**src/rtl/core/johab_to_ksx1001_decoder_unit_defines.svh**
```systemverilog
// Assertion macros for the JOHAB decoder
`ifndef JOHAB_TO_KSX1001_DECODER_UNIT_DEFINES_SVH
`define JOHAB_TO_KSX1001_DECODER_UNIT_DEFINES_SVH

// Same-cycle implication, sampled on clk, off during reset
`define J2K_ASSERT_SAME(label, ante, cons) \
    label: assert property (@(posedge clk) disable iff (!rst_n) (ante) |-> (cons)) \
        else $error("j2k assertion failed");

// Next-cycle implication, sampled on clk, off during reset
`define J2K_ASSERT_NEXT(label, ante, cons) \
    label: assert property (@(posedge clk) disable iff (!rst_n) (ante) |=> (cons)) \
        else $error("j2k assertion failed");

`endif

```
**src/rtl/core/j2k_pkg.sv**
```systemverilog
package j2k_pkg;

    // Code size field values
    localparam logic [1:0] SIZE_NONE = 2'd0;
    localparam logic [1:0] SIZE_ONE  = 2'd1;
    localparam logic [1:0] SIZE_TWO  = 2'd2;

    // Charset field values
    localparam logic [1:0] CHARSET_ASCII = 2'd0;
    localparam logic [1:0] CHARSET_KSX   = 2'd1;
    localparam logic [1:0] CHARSET_JOHAB = 2'd2;

    // Byte class limits
    localparam logic [7:0] ASCII_MAX     = 8'h7f;
    localparam logic [7:0] KSX_LEAD_LO_A = 8'hd8;
    localparam logic [7:0] KSX_LEAD_HI_A = 8'hde;
    localparam logic [7:0] KSX_LEAD_LO_B = 8'he0;
    localparam logic [7:0] KSX_LEAD_HI_B = 8'hf9;
    localparam logic [7:0] TRAIL_LOW_MAX = 8'ha0;
    localparam logic [7:0] TRAIL_7E      = 8'h7e;

    // Row/cell offsets, all taken modulo 256
    localparam logic [7:0] ROW_D8_LOW    = 8'h49;  // 0x29 + 0x20
    localparam logic [7:0] ROW_D8_HIGH   = 8'h7e;  // 0x5e + 0x20
    localparam logic [7:0] ROW_A_LOW     = 8'h6f;  // 0x20 - 0x1b1
    localparam logic [7:0] ROW_B_LOW     = 8'h8a;  // 0x20 - 0x196
    localparam logic [7:0] ROW_A_HIGH    = 8'h70;  // 0x20 - 0x1b0
    localparam logic [7:0] ROW_B_HIGH    = 8'h8b;  // 0x20 - 0x195
    localparam logic [7:0] CELL_LOW_7E   = 8'hf0;  // 0x100 + 0x20 - 0x30
    localparam logic [7:0] CELL_LOW_A0   = 8'hde;  // 0x20 - 0x42
    localparam logic [7:0] CELL_HIGH     = 8'h80;  // 0x20 - 0xa0

    typedef struct packed {
        logic [7:0] in_byte;
        logic       end_of_data;
    } byte_word_t;

    typedef struct packed {
        logic [7:0] code_first;
        logic [7:0] code_second;
        logic [1:0] code_size;
        logic [1:0] charset;
        logic       truncated;
    } char_word_t;

    function automatic logic is_ksx_lead(input logic [7:0] b);
        is_ksx_lead = ((b >= KSX_LEAD_LO_A) && (b <= KSX_LEAD_HI_A))
                   || ((b >= KSX_LEAD_LO_B) && (b <= KSX_LEAD_HI_B));
    endfunction

    // KS X 1001 row byte from lead and trail
    function automatic logic [7:0] ksx_row(input logic [7:0] b1, input logic [7:0] b2);
        logic [7:0] dbl;
        dbl = {b1[6:0], 1'b0};
        if (b2 <= TRAIL_LOW_MAX)
        begin
            if (b1 == KSX_LEAD_LO_A)
                ksx_row = ROW_D8_LOW;
            else if (b1 <= KSX_LEAD_HI_A)
                ksx_row = dbl + ROW_A_LOW;
            else
                ksx_row = dbl + ROW_B_LOW;
        end
        else
        begin
            if (b1 == KSX_LEAD_LO_A)
                ksx_row = ROW_D8_HIGH;
            else if (b1 <= KSX_LEAD_HI_A)
                ksx_row = dbl + ROW_A_HIGH;
            else
                ksx_row = dbl + ROW_B_HIGH;
        end
    endfunction

    // KS X 1001 cell byte from trail
    function automatic logic [7:0] ksx_cell(input logic [7:0] b2);
        if (b2 <= TRAIL_7E)
            ksx_cell = b2 + CELL_LOW_7E;
        else if (b2 <= TRAIL_LOW_MAX)
            ksx_cell = b2 + CELL_LOW_A0;
        else
            ksx_cell = b2 + CELL_HIGH;
    endfunction

endpackage

```
**src/rtl/core/johab_to_ksx1001_decoder_unit.sv**
```systemverilog
// JOHAB to KS X 1001 byte-stream decoder.
// Input channel byte_*: one raw JOHAB byte per word plus an end_of_data flag.
// Output channel char_*: one decoded character per word (ASCII, KS X 1001
// row/cell, raw JOHAB Hangul pair, or a truncated-lead status word).
// A lead byte without end_of_data produces no word; the following trail byte produces the pair.
// Datapath: input register -> combinational mapping -> result register.
// Path: a word's last byte waits in the input register, then the word is
// registered in the result register and shows on char_*, where it can be
// taken; a stall on char_ready can hold a byte in the input register.
// Throughput: one byte per cycle while char_ready is not stalling.
// Stall: while char_ready is low the result register holds its word; the
// input register still drains lead bytes (they give no word), and
// byte_ready drops once a byte that yields a word is waiting behind it.
// Reset: clears both valid flags and the pending-lead flag; no lead byte
// is carried across reset.
`include "johab_to_ksx1001_decoder_unit_defines.svh"

module johab_to_ksx1001_decoder_unit
    import j2k_pkg::*;
(
    input  logic       clk,
    input  logic       rst_n,
    input  logic       byte_valid,
    output logic       byte_ready,
    input  byte_word_t byte_word,
    output logic       char_valid,
    input  logic       char_ready,
    output char_word_t char_word
);

    logic       s1_valid_reg;
    logic       s1_valid_next;
    byte_word_t s1_word_reg;
    logic       lead_pending_reg;
    logic       lead_pending_next;
    logic [7:0] lead_value_reg;
    logic       char_valid_reg;
    logic       char_valid_next;
    char_word_t char_word_reg;
    char_word_t char_word_next;

    logic       has_result;
    logic       out_space;
    logic       s1_fire;
    logic       byte_fire;
    logic [7:0] cur_byte;

    // Stage control
    assign cur_byte   = s1_word_reg.in_byte;
    assign has_result = lead_pending_reg || (cur_byte <= ASCII_MAX)
                     || s1_word_reg.end_of_data;
    assign out_space  = !char_valid_reg || char_ready;
    assign s1_fire    = s1_valid_reg && (!has_result || out_space);
    assign byte_ready = !s1_valid_reg || s1_fire;
    assign byte_fire  = byte_valid && byte_ready;

    assign s1_valid_next   = byte_fire ? 1'b1 : (s1_fire ? 1'b0 : s1_valid_reg);
    assign char_valid_next = (s1_fire && has_result) ? 1'b1
                           : (char_ready ? 1'b0 : char_valid_reg);

    // Pending-lead update
    always_comb
    begin
        lead_pending_next = lead_pending_reg;
        if (s1_fire)
            lead_pending_next = !lead_pending_reg && (cur_byte > ASCII_MAX)
                             && !s1_word_reg.end_of_data;
    end

    // Character mapping
    always_comb
    begin
        char_word_next = '0;
        if (lead_pending_reg)
        begin
            char_word_next.code_size = SIZE_TWO;
            if (is_ksx_lead(lead_value_reg))
            begin
                char_word_next.code_first  = ksx_row(lead_value_reg, cur_byte);
                char_word_next.code_second = ksx_cell(cur_byte);
                char_word_next.charset     = CHARSET_KSX;
            end
            else
            begin
                char_word_next.code_first  = lead_value_reg;
                char_word_next.code_second = cur_byte;
                char_word_next.charset     = CHARSET_JOHAB;
            end
        end
        else if (cur_byte <= ASCII_MAX)
        begin
            char_word_next.code_first = cur_byte;
            char_word_next.code_size  = SIZE_ONE;
            char_word_next.charset    = CHARSET_ASCII;
        end
        else
        begin
            // lead byte at end of data: dropped, status word only
            char_word_next.code_first = cur_byte;
            char_word_next.code_size  = SIZE_NONE;
            char_word_next.charset    = CHARSET_ASCII;
            char_word_next.truncated  = 1'b1;
        end
    end

    // Control registers
    always_ff @(posedge clk or negedge rst_n)
    begin
        if (!rst_n)
        begin
            s1_valid_reg     <= 1'b0;
            lead_pending_reg <= 1'b0;
            char_valid_reg   <= 1'b0;
        end
        else
        begin
            s1_valid_reg     <= s1_valid_next;
            lead_pending_reg <= lead_pending_next;
            char_valid_reg   <= char_valid_next;
        end
    end

    // Payload registers
    always_ff @(posedge clk)
    begin
        if (byte_fire)
            s1_word_reg <= byte_word;
        if (s1_fire && !lead_pending_reg)
            lead_value_reg <= cur_byte;
        if (s1_fire && has_result)
            char_word_reg <= char_word_next;
    end

    assign char_valid = char_valid_reg;
    assign char_word  = char_word_reg;

    // Checks
    `J2K_ASSERT_NEXT(a_pair_clears_lead, s1_fire && lead_pending_reg, !lead_pending_reg)
    `J2K_ASSERT_NEXT(a_lead_only_silent, s1_fire && !has_result, lead_pending_reg)
    `J2K_ASSERT_SAME(a_trunc_form, char_valid_reg && char_word_reg.truncated,
        (char_word_reg.code_size == SIZE_NONE) && (char_word_reg.charset == CHARSET_ASCII))
    `J2K_ASSERT_SAME(a_ascii_form, char_valid_reg && (char_word_reg.code_size == SIZE_ONE),
        (char_word_reg.charset == CHARSET_ASCII) && (char_word_reg.code_second == 8'h00))

endmodule

```
**config.mk**
```make
export PLATFORM = sky130hd
export DESIGN_NAME = johab_to_ksx1001_decoder_unit
export DESIGN_NICKNAME = d
export VERILOG_FILES = /design/src/rtl/core/j2k_pkg.sv /design/src/rtl/core/johab_to_ksx1001_decoder_unit.sv
export VERILOG_INCLUDE_DIRS = /design/src /design/src/rtl/core
export SDC_FILE = /design/constraint.sdc
export NUM_CORES = 1
export LEC_CHECK = 0
export ABC_AREA = 1
export BUFFER_PORTS_ARGS = -buffer_cell sky130_fd_sc_hd__buf_2
export CAP_MARGIN = 15
export CORE_MARGIN = 8
export CORE_UTILIZATION = 44
export CTS_CLUSTER_SIZE = 40
export DETAILED_ROUTE_END_ITERATION = 7
export SLEW_MARGIN = 20
export SYNTH_ARGS = -nofsm -noshare
export SYNTH_HDL_FRONTEND = slang
export SYNTH_SLANG_ARGS = --single-unit
```
**constraint.sdc**
```tcl
create_clock -name clk -period 6.25 [get_ports clk]
set_clock_uncertainty 0.2 [all_clocks]
set_input_delay 0.625 -clock clk [delete_from_list [all_inputs] [get_ports clk]]
set_output_delay 0.625 -clock clk [all_outputs]
set_load 0.03 [all_outputs]
```
==> results of run 1 <==
[kinds of logic (layout without fill, tap and decap cells)]
logic type               Yosys count  after routing  synth area share, %
AO/OA/AOI/OAI                     24             24                 5.80
XOR/XNOR                           5              5                 1.71
adder cells (fa/ha/maj)           11             11                 5.36
buffers and inverters             49             87                 8.28
flip-flops                        41             41                 47.3
AND/OR/NAND/NOR                  178            178                 31.5
[critical path, cell delays in order, from the launching register on]
cell	delay (ns)
dfrtp_1	0.57
nor2_1	0.25
nand2_1	0.09
nand3_1	0.07
inv_1	0.05
nand2_1	0.09
buf_2	0.21
[power groups by stage]
stage	sequential [mW]	clock [mW]	combinational, mW
after global routing	0.445	0.182	0.421
after CTS	0.436	0.171	0.381
after global placement	0.441	0	0.380
final	0.436	0.169	0.379
after floorplan	0.496	0	0.227
after detailed placement	0.442	0	0.378
[per-layer routing]
| metal | global-route usage (%) | wire length, µm | share of wire [%] |
|---|---|---|---|
| met1 | 17.4 | 2640 | 45 |
| met5 | 0 | 0 | 0 |
| met4 | 4.03 | 78 | 1.3 |
| met3 | 4.53 | 430 | 7.4 |
| met2 | 23.5 | 2660 | 46 |
[path summary, 6_finish.rpt]
check                                 startpoint             end  cells past startpoint
worst max-delay path            lead_pending_reg      byte_ready                      6
worst min-delay path                byte_word[0]  s1_word_reg[0]                      1
worst max register to register  lead_pending_reg   char_word[16]                      7
worst min register to register        char_valid      char_valid                      2
max in group asynchronous                  rst_n    s1_valid_reg                      2
min in group asynchronous                  rst_n      char_valid                      2
[timing repair]
item / CTS / global route
hold endpoints to repair: 3 / 0
resized for setup: 0 / 0
hold buffers: 1 / 0
[cell type report]
cell class,count,area [µm²],share of cell area (%)
multi-input cells,218,1140,39.5
well taps,75,93.8,3.25
clock buffers,6,72.6,2.51
flip-flops and latches,41,1220,42.1
inverters,43,165,5.72
repair buffers,36,185,6.41
clock inverters,2,15.0,0.520
[cells in the final DEF (no fill, tap or decap), types with 2 or more instances in the layout]
cell type,n
nor2_2,4
o21ai_1,5
xnor2_1,2
clkinvlp_4,2
inv_1,39
nand3_4,2
nand3_1,34
nand2_1,95
ha_1,11
xor2_1,3
nand2_4,3
edfxtp_1,38
o21ai_0,8
clkbuf_8,5
nand4_1,4
nor2_1,30
a21oi_1,7
nor2_4,2
nand2_2,3
dfrtp_1,3
buf_2,35
[metrics by stage]
step,hold slack (ns),instances,setup slack [ns],utilization (%),power [mW]
after floorplan,0.129,308,4.26,-,0.723
after global placement,0.226,412,3.89,48.3,0.822
after detailed placement,0.227,412,3.82,48.3,0.820
after CTS,0.293,421,3.77,50.0,0.987
after global routing,0.280,421,3.56,50.0,1.05
final,0.294,421,3.80,50.0,0.984
==> out/qor.txt, run 1 <==
status - completed
crit end category - output pin
number of flops mapped to enable cells by yosys - 38
Syn Area/Cell - 8.34 µm²
initial antenna violation count - 0
final setup violation count - 0
Initial Util - 44.4%
clock slew at reported path FFs - 0.08 ns
Int Power - 0.573 mW
CTS tree - done
final hold violations - 0
drt wl/cell - 13.8 µm
DRT Pass-1 Iters - 4
Tot GR Track Use - 14.2%
Critical Path RT - 5.42 ns
Max H-tree Level - 2
Ys Warns - 0
cts bufs inserted - 5
Pleak - 1.37 nW
first-pass GRT wire length - 9.72 mm
Rel. slew slack - 44.8%
Final Cell Area - 0.00289 mm²
commonest cells in the netlist - nand2_1 (95), inv_1 (39), edfxtp_1 (38)
Nets - 369
crit share post-route - 39.2%
DRT Wirelength - 5.81 mm
fraction of layout cells with a size suffix above 1 - 17.9%
Die H - 92.4 µm
CTS max path bufs - 2
post-synthesis sequential area ratio - 47.3%
worst vdd ir - 0.000222 V
core area - 0.00578 mm²
hold crit path type - in -> reg
kind of critical path - reg -> out
Slew @ Worst Pin - 0.828 ns
post-synthesis cell area - 0.00257 mm²
prevailing post-synth register cell - edfxtp_1
Syn Nets - 332
TNS Setup - 0 ns
clock share of power - 17.2%
Root Buffer Master - clkbuf_8
max_cap viols - 0
Area after DPL - 0.00279 mm²
DIE AREA - 0.00854 mm²
Synth top area share - 44.4%
Via density - 4.99
Via Count - 2,101
crit-path max FO - 13
largest net degree at the start of global routing - 23
Remaining Overflow, GRT - 0
Sink Count - 41
net switching power - 0.412 mW
DP HPWL - 4.43 mm
initial drt markers - 198
ANT cells - 0
Worst Setup Start Kind - flop
fraction of registers with async set/reset - 7.32%
WP data arrival - 1.63 ns
RSZ-0062 raised after global routing - no
Seq pwr share - 44.3%
top post-synthesis cells by area - edfxtp_1 (44%), nand2_1 (14%), nand3_1 (6.6%), inv_1 (5.7%), ha_1 (5.4%)
Die Width - 92.4 µm
post-synth cell types - 30
Final GP Congestion - 0.885
Antenna Violating Nets Remaining - 0
number of global-route vias before repair - 2,043
Sw Share - 41.8%
power per cell area - 341 mW/mm²
Row Count - 28
Combinational Power Share - 38.5%
Post-Syn Instances - 308
post-CTS setup buffers - 0
Seq cells post-synth - 41
most common cell in the netlist - nand2_1
upper clock frequency limit - 0.408 GHz
Ports - 36
Layout area overhead - 12.4%
number of remaining DRC errors - 0
r2r setup slk - 3.84 ns
port bufs - 35
Final Critical Period - 2.45 ns
fillers - 553
worst skew pair latency - 0.30 ns
max FFs per register - 21
cell taking the most area after synthesis - edfxtp_1
max-slew violations - 0
(Power assumes the default switching activity.)
==> run 2: changes to the inputs <==
- PLACE_DENSITY: default -> 0.66
- clock period: 6.25 -> 2 ns (I/O delays scaled with it)
==> run 2 against run 1 <==
The flow now finishes with violations (setup timing). Sequential power grew to 2.9 times the previous value. Clock power rose to 4.0 times the previous value. Combinational power grew to 4.3 times the previous value. Final cell count rose by 16%. Total power grew to 3.6 times the previous value. Wire length grew 20%. Critical path depth rose by 2. Register-to-register slack got worse by 3.8 ns. Critical path type is now reg -> reg. Critical endpoint is now char_word[10].
==> out/qor.txt, run 2 (synthesis results as in run 1) <==
min setup slack post-route - -0.00406 ns
max-slew violations - 0
register area - 0.00122 mm²
crit share post-route - 100%
Die H - 92.4 µm
Root Buffer Master - clkbuf_8
WP data arrival - 1.95 ns
Critical Path RT - 1.95 ns
Initial Util - 44.4%
number of remaining DRC errors - 0
Nets - 435
fraction of layout cells with a size suffix above 1 - 35.0%
Final GP Congestion - 0.934
initial antenna violation count - 0
Via Count - 2,454
cts bufs inserted - 5
drt wl/cell - 14.4 µm
violated checks - setup timing
crit end category - flop
clock share of power - 18.9%
core area - 0.00578 mm²
total chip power - 3.58 mW
ANT cells - 0
final cell count without fillers - 487
Max H-tree Level - 2
most common cell after layout, fill and taps aside - nand2_1
Slew @ Worst Pin - 0.378 ns
power per cell area - 989 mW/mm²
max_cap viols - 0
Seq pwr share - 35.9%
multi-input logic area - 0.00131 mm²
Layout area overhead - 40.9%
max FFs per register - 21
DRT Wirelength - 6.99 mm
Sink Count - 41
Pleak - 1.72 nW
kind of critical path - reg -> reg
DRT Pass-1 Iters - 4
most frequent cells in the layout - nand2_1 (89), buf_4 (46), edfxtp_1 (38), buf_2 (35), inv_1 (33)
port bufs - 35
first-pass GRT wire length - 11.1 mm
Int Power - 2.15 mW
RSZ-0062 raised after global routing - yes
CP max-delay cell - edfxtp_1
Remaining Overflow, GRT - 0
crit-path max FO - 7
Final Critical Period - 2.00 ns
# placed instances - 447
DIE AREA - 0.00854 mm²
final hold violations - 0
crit-path cells - inv_2 > buf_6 > nand4_1 > nand2_1 > nand3_4 > a21oi_4 > nand3_1 > o21ai_1
DP HPWL - 4.97 mm
Worst Setup Start Kind - flop
fillers - 492
initial drt markers - 202
final setup violation count - 1
Die Width - 92.4 µm
Antenna Violating Nets Remaining - 0
Tot GR Track Use - 16.1%
worst vdd ir - 0.000617 V
CTS max path bufs - 2
Row Count - 28
worst skew pair latency - 0.30 ns
Combinational Power Share - 45.2%
CTS tree - done
Sw Share - 39.8%
Ports - 36
Via density - 5.04
status - finished with violations
largest net degree at the start of global routing - 20
upper clock frequency limit - 0.499 GHz
net switching power - 1.42 mW
hold crit path type - in -> async
number of global-route vias before repair - 2,346
CP max stage delay - 0.46 ns
clock slew at reported path FFs - 0.08 ns
Rel. slew slack - 74.6%
run 2: worst paths after layout:
kind | slack (ns) | endpoint | depth (start not counted) | start
worst min register to register | 0.31 | char_valid | 2 | char_valid
worst max-delay path | -0.004 | char_word[10] | 8 | lead_value_reg[0]
max in group asynchronous | 1.47 | lead_pending_reg | 2 | rst_n
min in group clk | 0.31 | char_valid | 2 | char_valid
worst max register to register | -0.004 | char_word[10] | 8 | lead_value_reg[0]
worst min-delay path | 0.02 | char_valid | 2 | rst_n
run 2: metal layers:
layer	vias up	part of all wire (%)	GRT usage [%]
met1	1109	39	19.6
met2	107	49	26.6
li1	1206	-	-
met3	32	7.5	3.88
met5	-	0	0
met4	0	4.5	6.71
run 2: cell type report:
| class | count | area share (%) |
|---|---|---|
| clock inverters | 3 | 1.21 |
| repair buffers | 99 | 20.1 |
| inverters | 43 | 4.56 |
| clock buffers | 5 | 1.90 |
| well taps | 75 | 2.59 |
| flip-flops and latches | 41 | 33.6 |
| multi-input cells | 221 | 36.1 |
run 2: power groups by stage:
stage          logic, mW  registers [mW]  clock network (mW)
6_report            1.62            1.28               0.675
5_1_grt             1.77            1.31               0.717
4_1_cts             1.46            1.29               0.684
3_5_place_dp        1.43            1.31                   0
3_3_place_gp        1.41            1.31                   0
2_1_floorplan      0.710            1.55                   0
run 2: through the flow:
step / area, µm² / setup slack [ns] / util (%) / hold WS, ns / setup TNS [ns]
after global routing: 3620 / -0.139 / 62.6 / 0.0344 / -1.08
after global placement: 3070 / -0.0331 / 53.0 / -0.198 / -0.115
after detailed placement: 3070 / -0.0633 / 53.0 / -0.198 / -0.344
after floorplan: 2570 / 0.0129 / - / -0.296 / 0
after CTS: 3320 / -0.0406 / 57.5 / 0.0185 / -0.0736
final: 3620 / -0.00406 / 62.6 / 0.0212 / -0.00406
run 2: timing repair:
item	CTS	global route
gates cloned	1	2
pin swaps	1	16
endpoints found under the hold margin	14	0
buffers inserted	1	16
hold buffers	12	0
gates resized for setup	3	43
setup endpoints to repair	12	33
run 2: worst max-delay path: cells and delay by family (launching register included):
kind / cells / cell delay [ns]
and+or+nand+nor: 4 / 0.49
AOI/OAI and AO/OA: 2 / 0.45
buffers and inverters: 2 / 0.26
DFF: 1 / 0.46
==> run 3: changes to the inputs <==
- REMOVE_ABC_BUFFERS: default -> 1
==> run 3 against run 2 <==
The flow still finishes with violations (setup timing). Total power up 2.2%. Hold slack worse by 0.0056 ns. Sequential cell count unchanged. Count of clock-buffer cells in the layout is the same. Setup slack worse by 0.0013 ns. Wire length shrank 5.9%. Die area is the same. Non-clock buffer count shrank 2. Critical path type unchanged. Critical endpoint unchanged.
==> out/qor.txt, run 3 (synthesis results as in run 1) <==
WP data arrival - 1.95 ns
total chip power - 3.66 mW
Combinational Power Share - 42.4%
Antenna Violating Nets Remaining - 0
power per cell area - 1020 mW/mm²
clock share of power - 22.3%
ANT cells - 0
Nets - 432
initial antenna violation count - 0
Final Critical Period - 2.01 ns
Sw Share - 37.9%
Worst Setup Start Kind - flop
Initial Util - 44.4%
status - finished with violations
largest net degree at the start of global routing - 23
Sink Count - 41
met3 Usage GRT - 3.80%
Remaining Overflow, GRT - 0
TNS Setup - -0.00532 ns
upper clock frequency limit - 0.499 GHz
crit-path max FO - 7
kind of critical path - reg -> reg
Ports - 36
GR peak layer - met2
DRT Pass-1 Iters - 4
worst skew pair latency - 0.30 ns
Max H-tree Level - 2
DIE AREA - 0.00854 mm²
Layout Utilization - 62.0%
worst vdd ir - 0.000522 V
most frequent cells in the layout - nand2_1 (89), buf_4 (45), edfxtp_1 (38), inv_1 (35), buf_2 (35)
crit share post-route - 100%
Via density - 4.89
M2 GR Usage - 27.0%
Final GP Congestion - 0.891
max-slew violations - 0
CTS max path bufs - 2
DRT Wirelength - 6.57 mm
cts bufs inserted - 5
post-placement setup slack - -0.0455 ns
crit end category - flop
r2r setup slk - -0.005 ns
RSZ-0062 raised after global routing - yes
min setup slack post-route - -0.00532 ns
Int Power - 2.27 mW
CTS tree - done
final setup violation count - 1
port bufs - 35
number of global-route vias before repair - 2,314
Via Count - 2,366
DP HPWL - 4.78 mm
Pleak - 1.71 nW
met1 Usage GRT - 18.3%
first-pass GRT wire length - 10.7 mm
fraction of layout cells with a size suffix above 1 - 33.7%
max FFs per register - 21
Layout area overhead - 39.5%
net switching power - 1.39 mW
most common cell after layout, fill and taps aside - nand2_1
number of remaining DRC errors - 0
Row Count - 28
initial drt markers - 164
Die H - 92.4 µm
Critical Path RT - 1.94 ns
fillers - 472
Tot GR Track Use - 15.5%
Root Buffer Master - clkbuf_8
clock slew at reported path FFs - 0.10 ns
violated checks - setup timing
final hold violations - 0
drt wl/cell - 13.6 µm
Slew @ Worst Pin - 0.310 ns
Die Width - 92.4 µm
Rel. slew slack - 79.3%
Seq pwr share - 35.3%
max_cap viols - 0
core area - 0.00578 mm²
hold crit path type - in -> async
==> run 3: area by class of cell <==
type / instances / area, µm² / area share [%]
clock inverter: 3 / 68.8 / 1.92
sequential: 41 / 1220 / 33.9
tap: 75 / 93.8 / 2.62
inverter: 43 / 165 / 4.61
multi-input combinational: 220 / 1260 / 35.3
timing repair buffer: 97 / 707 / 19.7
clock buffer: 5 / 68.8 / 1.92
==> run 3: per-layer routing <==
| layer | vias up | part of all wire, % |
|---|---|---|
| li1 | 1200 | - |
| met5 | - | 0 |
| met4 | 0 | 0.50 |
| met3 | 2 | 5.9 |
| met2 | 76 | 49 |
| met1 | 1088 | 44 |
==> run 3: critical path: stages (launching register included) <==
cell and delay, ns:
edfxtp_1 0.46, inv_2 0.14, buf_6 0.12, nand4_1 0.11
nand2_2 0.12, nand3_4 0.14, a21oi_4 0.32, nand3_1 0.13
o21ai_1 0.11
==> run 3: what timing repair did <==
action                                 4_1_cts  5_1_grt
setup buffers                                4        8
hold buffers                                12        0
setup endpoints to repair                    3       15
pin swaps                                    7       11
resized for setup                            5       31
endpoints found under the hold margin       14        0
gates cloned                                 1        1
==> run 3: final timing paths <==
path                       depth (start not counted)                to         startpoint
setup / recovery                                   8     char_word[10]  lead_value_reg[0]
hold / removal                                     2        char_valid              rst_n
setup reg to reg                                   8     char_word[10]  lead_value_reg[0]
hold reg to reg                                    2        char_valid         char_valid
max in group asynchronous                          2  lead_pending_reg              rst_n
min in group clk                                   2        char_valid         char_valid
==> run 3: power groups by stage <==
stage,Combinational (mW),Clock (mW),Sequential (mW)
after floorplan,0.630,0,1.59
after global placement,1.41,0,1.31
after detailed placement,1.42,0,1.31
after CTS,1.46,0.820,1.29
after global routing,1.71,0.859,1.32
final,1.55,0.816,1.29
==> run 3: stage by stage <==
step | cells | area [µm²] | hold WS, ns
finish | 484 | 3580 | 0.0155
global route | 484 | 3580 | 0.0175
CTS | 475 | 3410 | 0.00520
detailed placement | 450 | 3100 | -0.199
global placement | 450 | 3100 | -0.200
floorplan | 302 | 2520 | -0.296
